[src/hw/rtl/qcr_pkg.sv]
// Shared types, constants and helpers for the quadrature counter with speed readout.
package qcr_pkg;

  // Default configuration of the block
  localparam int CHANNELS_DEF   = 3;
  localparam int COUNT_BITS_DEF = 32;

  // Fixed widths of the streaming words
  localparam int SPEED_FIELDS = 3;
  localparam int SPEED_W      = 32;
  localparam int DIV_W        = 16;
  localparam int CH_FIELD_W   = 2;
  localparam int IN_DATA_W    = 8;
  localparam int OUT_DATA_W   = SPEED_FIELDS * SPEED_W;

  // count * 60 is formed as (count << 6) - (count << 2); the product needs 6 more bits
  localparam int MUL_EXT = 6;
  localparam int SHL_HI  = 6;
  localparam int SHL_LO  = 2;

  // Channel match compare width (covers up to 32 channels)
  localparam int CH_CMP_W = 5;

  // Saturation limits of a speed field
  localparam logic [SPEED_W-1:0] SPEED_MAX = 32'h7fff_ffff;
  localparam logic [SPEED_W-1:0] SPEED_MIN = 32'h8000_0000;

  // Input word kinds (carried on tuser)
  localparam logic KIND_SAMPLE = 1'b0;
  localparam logic KIND_TICK   = 1'b1;

  // Sequencer states
  typedef enum logic [2:0] {
    S_IDLE,
    S_MUL,
    S_SIGN,
    S_DIV,
    S_DONE
  } state_t;

  // Per-cycle commands from the sequencer to every divider lane
  typedef struct packed {
    logic load;      // capture count snapshot
    logic mul;       // scale by sixty
    logic fix_sign;  // take magnitude, remember sign
    logic step;      // one restoring-division bit
  } lane_ctrl_t;

  // Phase code that follows prev in the forward direction
  function automatic logic [1:0] fwd_next(input logic [1:0] prev);
    logic [1:0] nxt;
    unique case (prev)
      2'b00: nxt = 2'b01;
      2'b01: nxt = 2'b11;
      2'b11: nxt = 2'b10;
      2'b10: nxt = 2'b00;
      default: nxt = 2'b01;
    endcase
    return nxt;
  endfunction

endpackage

[src/hw/rtl/qcr_counter.sv]
// Per-channel position counters and stored phases; snapshot and clear on a tick.
module qcr_counter #(
  parameter int CHANNELS   = qcr_pkg::CHANNELS_DEF,
  parameter int COUNT_BITS = qcr_pkg::COUNT_BITS_DEF
) (
  input  logic                                   clk,
  input  logic                                   rst_n,
  input  logic                                   sample_en,
  input  logic                                   tick_en,
  input  logic [qcr_pkg::CH_FIELD_W-1:0]         channel,
  input  logic [1:0]                             phase,
  output logic [COUNT_BITS-1:0]                  snap [qcr_pkg::SPEED_FIELDS]
);

  logic [COUNT_BITS-1:0] count_r   [CHANNELS];
  logic [COUNT_BITS-1:0] count_nxt [CHANNELS];
  logic [1:0]            phase_r   [CHANNELS];
  logic [1:0]            phase_nxt [CHANNELS];
  logic [CHANNELS-1:0]   hit;
  logic [COUNT_BITS-1:0] sel_count;
  logic [1:0]            sel_phase;
  logic [COUNT_BITS-1:0] upd_count;

  // Channel decode and read of the addressed entry
  always_comb begin
    sel_count = '0;
    sel_phase = '0;
    for (int i = 0; i < CHANNELS; i++) begin
      hit[i] = ({{(qcr_pkg::CH_CMP_W-qcr_pkg::CH_FIELD_W){1'b0}}, channel}
                == qcr_pkg::CH_CMP_W'(i));
      if (hit[i]) begin
        sel_count = count_r[i];
        sel_phase = phase_r[i];
      end
    end
  end

  // Forward step counts up, anything else counts down
  assign upd_count = (qcr_pkg::fwd_next(sel_phase) == phase) ? sel_count + 1'b1
                                                             : sel_count - 1'b1;

  always_comb begin
    for (int i = 0; i < CHANNELS; i++) begin
      count_nxt[i] = count_r[i];
      phase_nxt[i] = phase_r[i];
      if (tick_en) begin
        count_nxt[i] = '0;
      end else if (sample_en && hit[i]) begin
        count_nxt[i] = upd_count;
        phase_nxt[i] = phase;
      end
    end
  end

  always_ff @(posedge clk) begin
    if (!rst_n) begin
      for (int i = 0; i < CHANNELS; i++) begin
        count_r[i] <= '0;
        phase_r[i] <= '0;
      end
    end else begin
      for (int i = 0; i < CHANNELS; i++) begin
        count_r[i] <= count_nxt[i];
        phase_r[i] <= phase_nxt[i];
      end
    end
  end

  // Reported channels; missing ones read as zero
  for (genvar j = 0; j < qcr_pkg::SPEED_FIELDS; j++) begin : g_snap
    if (j < CHANNELS) begin : g_have
      assign snap[j] = count_r[j];
    end else begin : g_none
      assign snap[j] = '0;
    end
  end

endmodule

[src/hw/rtl/qcr_lane.sv]
// One speed lane: scale by sixty, then bit-serial restoring divide and saturate.
module qcr_lane #(
  parameter int COUNT_BITS = qcr_pkg::COUNT_BITS_DEF
) (
  input  logic                         clk,
  input  qcr_pkg::lane_ctrl_t          ctrl,
  input  logic [COUNT_BITS-1:0]        count_in,
  input  logic [qcr_pkg::DIV_W-1:0]    div_in,
  output logic [qcr_pkg::SPEED_W-1:0]  speed
);

  localparam int PROD_W = COUNT_BITS + qcr_pkg::MUL_EXT;
  localparam int QX_W   = (PROD_W > qcr_pkg::SPEED_W + 1) ? PROD_W : qcr_pkg::SPEED_W + 1;

  // acc_r holds the dividend and collects quotient bits from the bottom
  logic [PROD_W-1:0]          acc_r;
  logic [qcr_pkg::DIV_W-1:0]  rem_r;
  logic                       neg_r;
  logic [qcr_pkg::DIV_W+1:0]  diff;
  logic                       qbit;
  logic [QX_W-1:0]            qx;

  // Trial subtract of the divisor from the shifted remainder
  assign diff = {1'b0, rem_r, acc_r[PROD_W-1]} - {2'b00, div_in};
  assign qbit = ~diff[qcr_pkg::DIV_W+1];

  // payload only, the sequencer always loads before use
  always_ff @(posedge clk) begin
    if (ctrl.load) begin
      acc_r <= {{qcr_pkg::MUL_EXT{count_in[COUNT_BITS-1]}}, count_in};
    end else if (ctrl.mul) begin
      acc_r <= (acc_r << qcr_pkg::SHL_HI) - (acc_r << qcr_pkg::SHL_LO);
    end else if (ctrl.fix_sign) begin
      neg_r <= acc_r[PROD_W-1];
      acc_r <= acc_r[PROD_W-1] ? -acc_r : acc_r;
      rem_r <= '0;
    end else if (ctrl.step) begin
      acc_r <= {acc_r[PROD_W-2:0], qbit};
      if (qbit) begin
        rem_r <= diff[qcr_pkg::DIV_W-1:0];
      end else begin
        rem_r <= {rem_r[qcr_pkg::DIV_W-2:0], acc_r[PROD_W-1]};
      end
    end
  end

  // Apply sign and clamp to the 32-bit signed range
  assign qx = QX_W'(acc_r);

  always_comb begin
    if (!neg_r) begin
      speed = (|qx[QX_W-1:qcr_pkg::SPEED_W-1]) ? qcr_pkg::SPEED_MAX
                                                : qx[qcr_pkg::SPEED_W-1:0];
    end else begin
      speed = ((|qx[QX_W-1:qcr_pkg::SPEED_W]) ||
               (qx[qcr_pkg::SPEED_W-1] && (|qx[qcr_pkg::SPEED_W-2:0])))
              ? qcr_pkg::SPEED_MIN : -qx[qcr_pkg::SPEED_W-1:0];
    end
  end

endmodule

[src/hw/rtl/qcr_seq.sv]
// Sequencer for the speed computation: scale, sign, division bits, hand-off.
module qcr_seq #(
  parameter int STEPS = qcr_pkg::COUNT_BITS_DEF + qcr_pkg::MUL_EXT
) (
  input  logic                 clk,
  input  logic                 rst_n,
  input  logic                 start,
  input  logic                 out_free,
  output qcr_pkg::lane_ctrl_t  ctrl,
  output logic                 busy,
  output logic                 done
);

  localparam int STEP_W = $clog2(STEPS);

  qcr_pkg::state_t   state_r, state_nxt;
  logic [STEP_W-1:0] cnt_r, cnt_nxt;

  always_ff @(posedge clk) begin
    if (!rst_n) begin
      state_r <= qcr_pkg::S_IDLE;
      cnt_r   <= '0;
    end else begin
      state_r <= state_nxt;
      cnt_r   <= cnt_nxt;
    end
  end

  // Next state and lane commands
  always_comb begin
    state_nxt = state_r;
    cnt_nxt   = cnt_r;
    ctrl      = '0;
    done      = 1'b0;
    busy      = 1'b1;
    unique case (state_r)
      qcr_pkg::S_IDLE: begin
        busy      = 1'b0;
        ctrl.load = start;
        if (start) state_nxt = qcr_pkg::S_MUL;
      end
      qcr_pkg::S_MUL: begin
        ctrl.mul  = 1'b1;
        state_nxt = qcr_pkg::S_SIGN;
      end
      qcr_pkg::S_SIGN: begin
        ctrl.fix_sign = 1'b1;
        cnt_nxt       = '0;
        state_nxt     = qcr_pkg::S_DIV;
      end
      qcr_pkg::S_DIV: begin
        ctrl.step = 1'b1;
        cnt_nxt   = cnt_r + 1'b1;
        if (cnt_r == STEP_W'(STEPS - 1)) state_nxt = qcr_pkg::S_DONE;
      end
      qcr_pkg::S_DONE: begin
        // wait for room in the output register
        if (out_free) begin
          done      = 1'b1;
          state_nxt = qcr_pkg::S_IDLE;
        end
      end
      default: state_nxt = qcr_pkg::S_IDLE;
    endcase
  end

endmodule

[src/hw/rtl/quadrature_counter_rpm.sv]
// Three-channel quadrature counter with per-period speed readout (top level).
// Sample words: accepted one per cycle, also while a speed computation runs.
// Tick word: after acceptance the count snapshot is loaded, then the lanes scale it,
//   take the sign, produce one quotient bit per cycle in the serial divider lanes
//   and hand off to the output register, waiting while it is full. A next tick waits until the divider is free.
// Reset (rst_n low, synchronous) clears counts, phases, sequencer and output valid,
// and sets pulses_per_round to 1.
module quadrature_counter_rpm #(
  parameter int CHANNELS   = qcr_pkg::CHANNELS_DEF,
  parameter int COUNT_BITS = qcr_pkg::COUNT_BITS_DEF
) (
  input  logic                              clk,
  input  logic                              rst_n,
  // input stream
  input  logic                              in_tvalid,
  output logic                              in_tready,
  input  logic [qcr_pkg::IN_DATA_W-1:0]     in_tdata,   // channel[1:0], level_a, level_b, pad
  input  logic                              in_tuser,   // kind
  // result stream
  output logic                              out_tvalid,
  input  logic                              out_tready,
  output logic [qcr_pkg::OUT_DATA_W-1:0]    out_tdata,  // speed_ch0, speed_ch1, speed_ch2
  // configuration
  input  logic                              cfg_we,
  input  logic [qcr_pkg::DIV_W-1:0]         cfg_wdata   // pulses_per_round
);

  localparam int STEPS = COUNT_BITS + qcr_pkg::MUL_EXT;

  logic                           busy, done, out_free;
  logic                           in_fire, sample_en, tick_en;
  qcr_pkg::lane_ctrl_t            ctrl;
  logic [COUNT_BITS-1:0]          snap  [qcr_pkg::SPEED_FIELDS];
  logic [qcr_pkg::SPEED_W-1:0]    speed [qcr_pkg::SPEED_FIELDS];
  logic [qcr_pkg::DIV_W-1:0]      ppr_r;
  logic [qcr_pkg::DIV_W-1:0]      div_r;
  logic                           out_valid_r;
  logic [qcr_pkg::OUT_DATA_W-1:0] out_data_r;

  // Samples always pass; a tick needs an idle divider
  assign in_tready = !busy || (in_tuser == qcr_pkg::KIND_SAMPLE);
  assign in_fire   = in_tvalid && in_tready;
  assign sample_en = in_fire && (in_tuser == qcr_pkg::KIND_SAMPLE);
  assign tick_en   = in_fire && (in_tuser == qcr_pkg::KIND_TICK);
  assign out_free  = !out_valid_r || out_tready;

  // Configuration register
  always_ff @(posedge clk) begin
    if (!rst_n) begin
      ppr_r <= qcr_pkg::DIV_W'(1);
    end else if (cfg_we) begin
      ppr_r <= cfg_wdata;
    end
  end

  // Divisor captured at the tick; zero counts as one
  always_ff @(posedge clk) begin
    if (tick_en) begin
      div_r <= (ppr_r == '0) ? qcr_pkg::DIV_W'(1) : ppr_r;
    end
  end

  qcr_counter #(
    .CHANNELS   (CHANNELS),
    .COUNT_BITS (COUNT_BITS)
  ) u_counter (
    .clk       (clk),
    .rst_n     (rst_n),
    .sample_en (sample_en),
    .tick_en   (tick_en),
    .channel   (in_tdata[qcr_pkg::CH_FIELD_W-1:0]),
    .phase     ({in_tdata[2], in_tdata[3]}),
    .snap      (snap)
  );

  qcr_seq #(
    .STEPS (STEPS)
  ) u_seq (
    .clk      (clk),
    .rst_n    (rst_n),
    .start    (tick_en),
    .out_free (out_free),
    .ctrl     (ctrl),
    .busy     (busy),
    .done     (done)
  );

  for (genvar j = 0; j < qcr_pkg::SPEED_FIELDS; j++) begin : g_lane
    qcr_lane #(
      .COUNT_BITS (COUNT_BITS)
    ) u_lane (
      .clk      (clk),
      .ctrl     (ctrl),
      .count_in (snap[j]),
      .div_in   (div_r),
      .speed    (speed[j])
    );
  end

  // Output register, holds the word until taken
  always_ff @(posedge clk) begin
    if (!rst_n) begin
      out_valid_r <= 1'b0;
    end else if (done) begin
      out_valid_r <= 1'b1;
    end else if (out_tready) begin
      out_valid_r <= 1'b0;
    end
  end

  always_ff @(posedge clk) begin
    if (done) begin
      out_data_r <= {speed[2], speed[1], speed[0]};
    end
  end

  assign out_tvalid = out_valid_r;
  assign out_tdata  = out_data_r;

endmodule

[config.mk]
export PLATFORM = sky130hd
export DESIGN_NAME = quadrature_counter_rpm
export DESIGN_NICKNAME = d
export VERILOG_FILES = /design/src/hw/rtl/qcr_pkg.sv /design/src/hw/rtl/qcr_counter.sv /design/src/hw/rtl/qcr_lane.sv /design/src/hw/rtl/qcr_seq.sv /design/src/hw/rtl/quadrature_counter_rpm.sv
export SDC_FILE = /design/constraint.sdc
export NUM_CORES = 1
export LEC_CHECK = 0
export ABC_CLOCK_PERIOD_IN_PS = 10060
export BUFFER_PORTS_ARGS = -buffer_cell sky130_fd_sc_hd__buf_2
export CAP_MARGIN = 0
export CORE_ASPECT_RATIO = 0.7
export CORE_MARGIN = 1
export CORE_UTILIZATION = 30
export DETAILED_ROUTE_END_ITERATION = 6
export PLACE_DENSITY_LB_ADDON = 0.08
export SYNTH_ARGS = -nofsm -noshare
export SYNTH_HDL_FRONTEND = slang
export SYNTH_SLANG_ARGS = --single-unit
[constraint.sdc]
create_clock -name clk -period 10.06 [get_ports clk]
set_input_delay 1.006 -clock clk [delete_from_list [all_inputs] [get_ports clk]]
set_output_delay 1.006 -clock clk [all_outputs]
set_load 0.02 [all_outputs]
==> impl_metrics.env <==
export IMPL_synth_top_flop_cell="edfxtp_1"
export IMPL_critPathKind="input port to flip-flop"
export IMPL_place_gp_congestion=0.8814
export IMPL_clockRootBuffer="clkbuf_16"
export IMPL_ys_ff_latch=405
export IMPL_ir_worst_vdd_v=0.0001218
export IMPL_die_x_microns=383.1
export IMPL_p_leak_nw=12.68
export IMPL_min_path_type="flip-flop to flip-flop"
export IMPL_cts_clk_slew_worst_paths_ps=60
export IMPL_worst_pin_slew_ps=1135
export IMPL_grt_remaining_overflow=0
export IMPL_r2r_cells=12
export IMPL_grt_pass1_vias=26070
export IMPL_switching_share_pct=42.65
export IMPL_initial_utilization_pct=30.38
export IMPL_wl_met3_mm=6.730
export IMPL_required_ps=10540
export IMPL_synthTopCellsByCount="nand2_1, a21oi_1, edfxtp_1"
export IMPL_htreeDepth=2
export IMPL_layout_drive_gt1_share_pct=9.366
export IMPL_synth_edf_count=277
export IMPL_setup_viol=0
export IMPL_numCtsBuffers=51
export IMPL_yosys_area_top_type="edfxtp_1"
export IMPL_clock_sinks=405
export IMPL_synth_top_area_share_pct=27.28
export IMPL_io_buffers=123
export IMPL_cts_tree="yes"
export IMPL_endpoint="u_counter.count_r[0][60]"
export IMPL_area_delta_synth_final_pct=11.59
export IMPL_pwr_share_comb_pct=44.8
export IMPL_async_flop_share_pct=0
export IMPL_syn_area_sq_um=30500
export IMPL_end_kind="flip-flop"
export IMPL_drtPass1Iterations=7
export IMPL_setup_worst_path_start="in_tdata[0]"
export IMPL_track_usage_pct=20.79
export IMPL_synth_warnings=0
export IMPL_die_y_microns=268.8
export IMPL_core_area_sq_um=100400
export IMPL_power_density_nw_per_um2=236.5
export IMPL_seq_area_frac_synth_pct=35.68
export IMPL_clk_latency_ps=640
export IMPL_period_share_pct=54.94
export IMPL_synth_cell_type_count=95
export IMPL_grt_pass1_wl_mm=166.1
export IMPL_fin_util_pct=33.91
export IMPL_top_layer="met4"
export IMPL_viasPerCell=5.518
export IMPL_diodes=0
export IMPL_hold_viol_final=0
export IMPL_syn_nets=3814
export IMPL_syn_avg_cell_area_sq_um=8.462
export IMPL_final_nets=3808
export IMPL_violations="design-rule violations"
export IMPL_run_status="finished with violations"
export IMPL_whs_ps=469.7
export IMPL_dp_hpwl_mm=79.26
export IMPL_grt_start_max_net_pins=79
export IMPL_synth_cells=3604
export IMPL_cp_start_kind="input port"
export IMPL_slew_viol_final=0
export IMPL_pwr_share_seq_pct=31.4
export IMPL_drv_cap=0
export IMPL_power_w=0.008047
export IMPL_rows=97
export IMPL_maxSlewHeadroom_pct=22.38
export IMPL_routed_wl_mm=108.9
export IMPL_drc=6
export IMPL_yosysMostFrequentCell="nand2_1"
export IMPL_ant_nets=0
export IMPL_wl_per_cell_microns=21.87
export IMPL_power_share_clock_pct=23.8
export IMPL_dpl_worst_slack_ps=3924
export IMPL_drt_iter0_markers=2337
export IMPL_synthTopCellsByArea="edfxtp_1, dfxtp_1, ha_1"
export IMPL_p_sw_w=0.003432
export IMPL_post_cts_buffers=0
export IMPL_min_period_ps=5527
export IMPL_cts_resized=0
export IMPL_ios=128
export IMPL_via_count=27460
export IMPL_r2r_start="g_lane[1].u_lane.acc_r[0]"
export IMPL_p_int_w=0.004615
export IMPL_wl_met2_mm=43.19
export IMPL_setup_slack_ps=4533
export IMPL_r2r_end="out_tdata[40]"
export IMPL_tns_ps=0
export IMPL_skew_ps=25.79
export IMPL_cts_buffer_depth=3
export IMPL_fmax_mhz=180.9
export IMPL_met1_length_mm=56.87
export IMPL_r2r_slack_ps=5120
export IMPL_antenna_found_initial=1
export IMPL_dieArea_sq_um=103000
export IMPL_cp_arrival_ps=6000
export IMPL_holdBufCountCts=0
export IMPL_crit_fanout=40
export IMPL_rsz0062_at_grt="false"
## power by group through the flow
stage          clock network, W  logic, W  registers (W)
5_1_grt                 0.00204   0.00403        0.00256
6_report                0.00192   0.00361        0.00252
3_5_place_dp                  0   0.00356        0.00255
4_1_cts                 0.00198   0.00359        0.00252
2_1_floorplan                 0   0.00282        0.00230
3_3_place_gp                  0   0.00359        0.00256
## layer usage
metal	up-vias	track usage, %
met4	0	4.746
met5	-	0
met2	641	29.17
li1	13430	-
met3	106	3.503
met1	13290	32.37
## per-stage QoR
stage | instance area (sq um) | std cells
floorplan | 30500 | 3604
global placement | 32340 | 4881
detailed placement | 32340 | 4881
CTS | 34030 | 4977
global route | 34030 | 4977
finish | 34030 | 4977
## cell usage in the layout (no fill, tap or decap), types with 75 or more instances in the layout
| cell type | n |
|---|---|
| nand2_1 | 431 |
| a21oi_1 | 319 |
| edfxtp_1 | 277 |
| nor2_1 | 270 |
| o21ai_0 | 221 |
| ha_1 | 176 |
| inv_1 | 167 |
| xnor2_1 | 154 |
| dfxtp_1 | 128 |
| buf_2 | 123 |
| nand3_1 | 112 |
| mux2i_1 | 75 |
## how the worst min path moves through the flow
stage	end	slack, ps	cells after the start	start
2_1_floorplan	u_counter.phase_r[0][0]	440	2	u_counter.phase_r[0][0]
3_3_place_gp	u_counter.phase_r[0][3]	460	2	u_counter.phase_r[0][3]
3_5_place_dp	u_counter.phase_r[0][1]	460	2	u_counter.phase_r[0][1]
4_1_cts	u_counter.phase_r[0][1]	470	2	u_counter.phase_r[0][1]
5_1_grt	u_counter.phase_r[0][1]	490	2	u_counter.phase_r[0][1]
6_report	u_counter.phase_r[0][3]	470	2	u_counter.phase_r[0][3]
## layout make-up
class	instances	area (sq um)
flip-flops and latches	405	10880
inverters	175	659.4
well taps	1336	1672
fillers	10540	66340
clock inverters	28	262.8
repair buffers	168	953.4
clock buffers	68	1433
multi-input cells	2797	18170
## cells by family (layout without fill, tap and decap cells)
| logic type | Yosys count | after routing | share of synthesized area (%) |
|---|---|---|---|
| AOI/OAI and AO/OA | 1152 | 1152 | 24.81 |
| xor gates and xnor gates | 204 | 204 | 5.859 |
| adders and majority gates | 180 | 180 | 7.484 |
| buffers and inverters | 402 | 439 | 5.047 |
| DFF | 405 | 405 | 35.68 |
| muxes | 78 | 78 | 2.573 |
| and+or+nand+nor | 1183 | 1183 | 18.55 |
## worst max-delay path: stages
cell,delay (ps)
buf_2,600
mux2i_1,270
a2bb2oi_1,270
xnor2_1,150
nand2_1,70
buf_4,270
ha_1,420
nand2_1,130
o211ai_1,230
nand4_1,200
a211oi_1,390
a21oi_1,230
a31oi_1,450
mux2i_1,150
a2111oi_0,990
o21ai_1,150
## sequential cells by signal, summed over array words and instances, names as in the netlist
| register | flops |
|---|---|
| u_seq.state_r | 3 |
| u_counter.phase_r | 6 |
| div_r | 16 |
| g_lane.u_lane.acc_r | 114 |
| g_lane.u_lane.neg_r | 3 |
| u_seq.cnt_r | 6 |
| ppr_r | 16 |
| out_tdata | 96 |
| u_counter.count_r | 96 |
| out_tvalid | 1 |
| g_lane.u_lane.rem_r | 48 |
No activity file was read; power rests on OpenSTA's default activity.
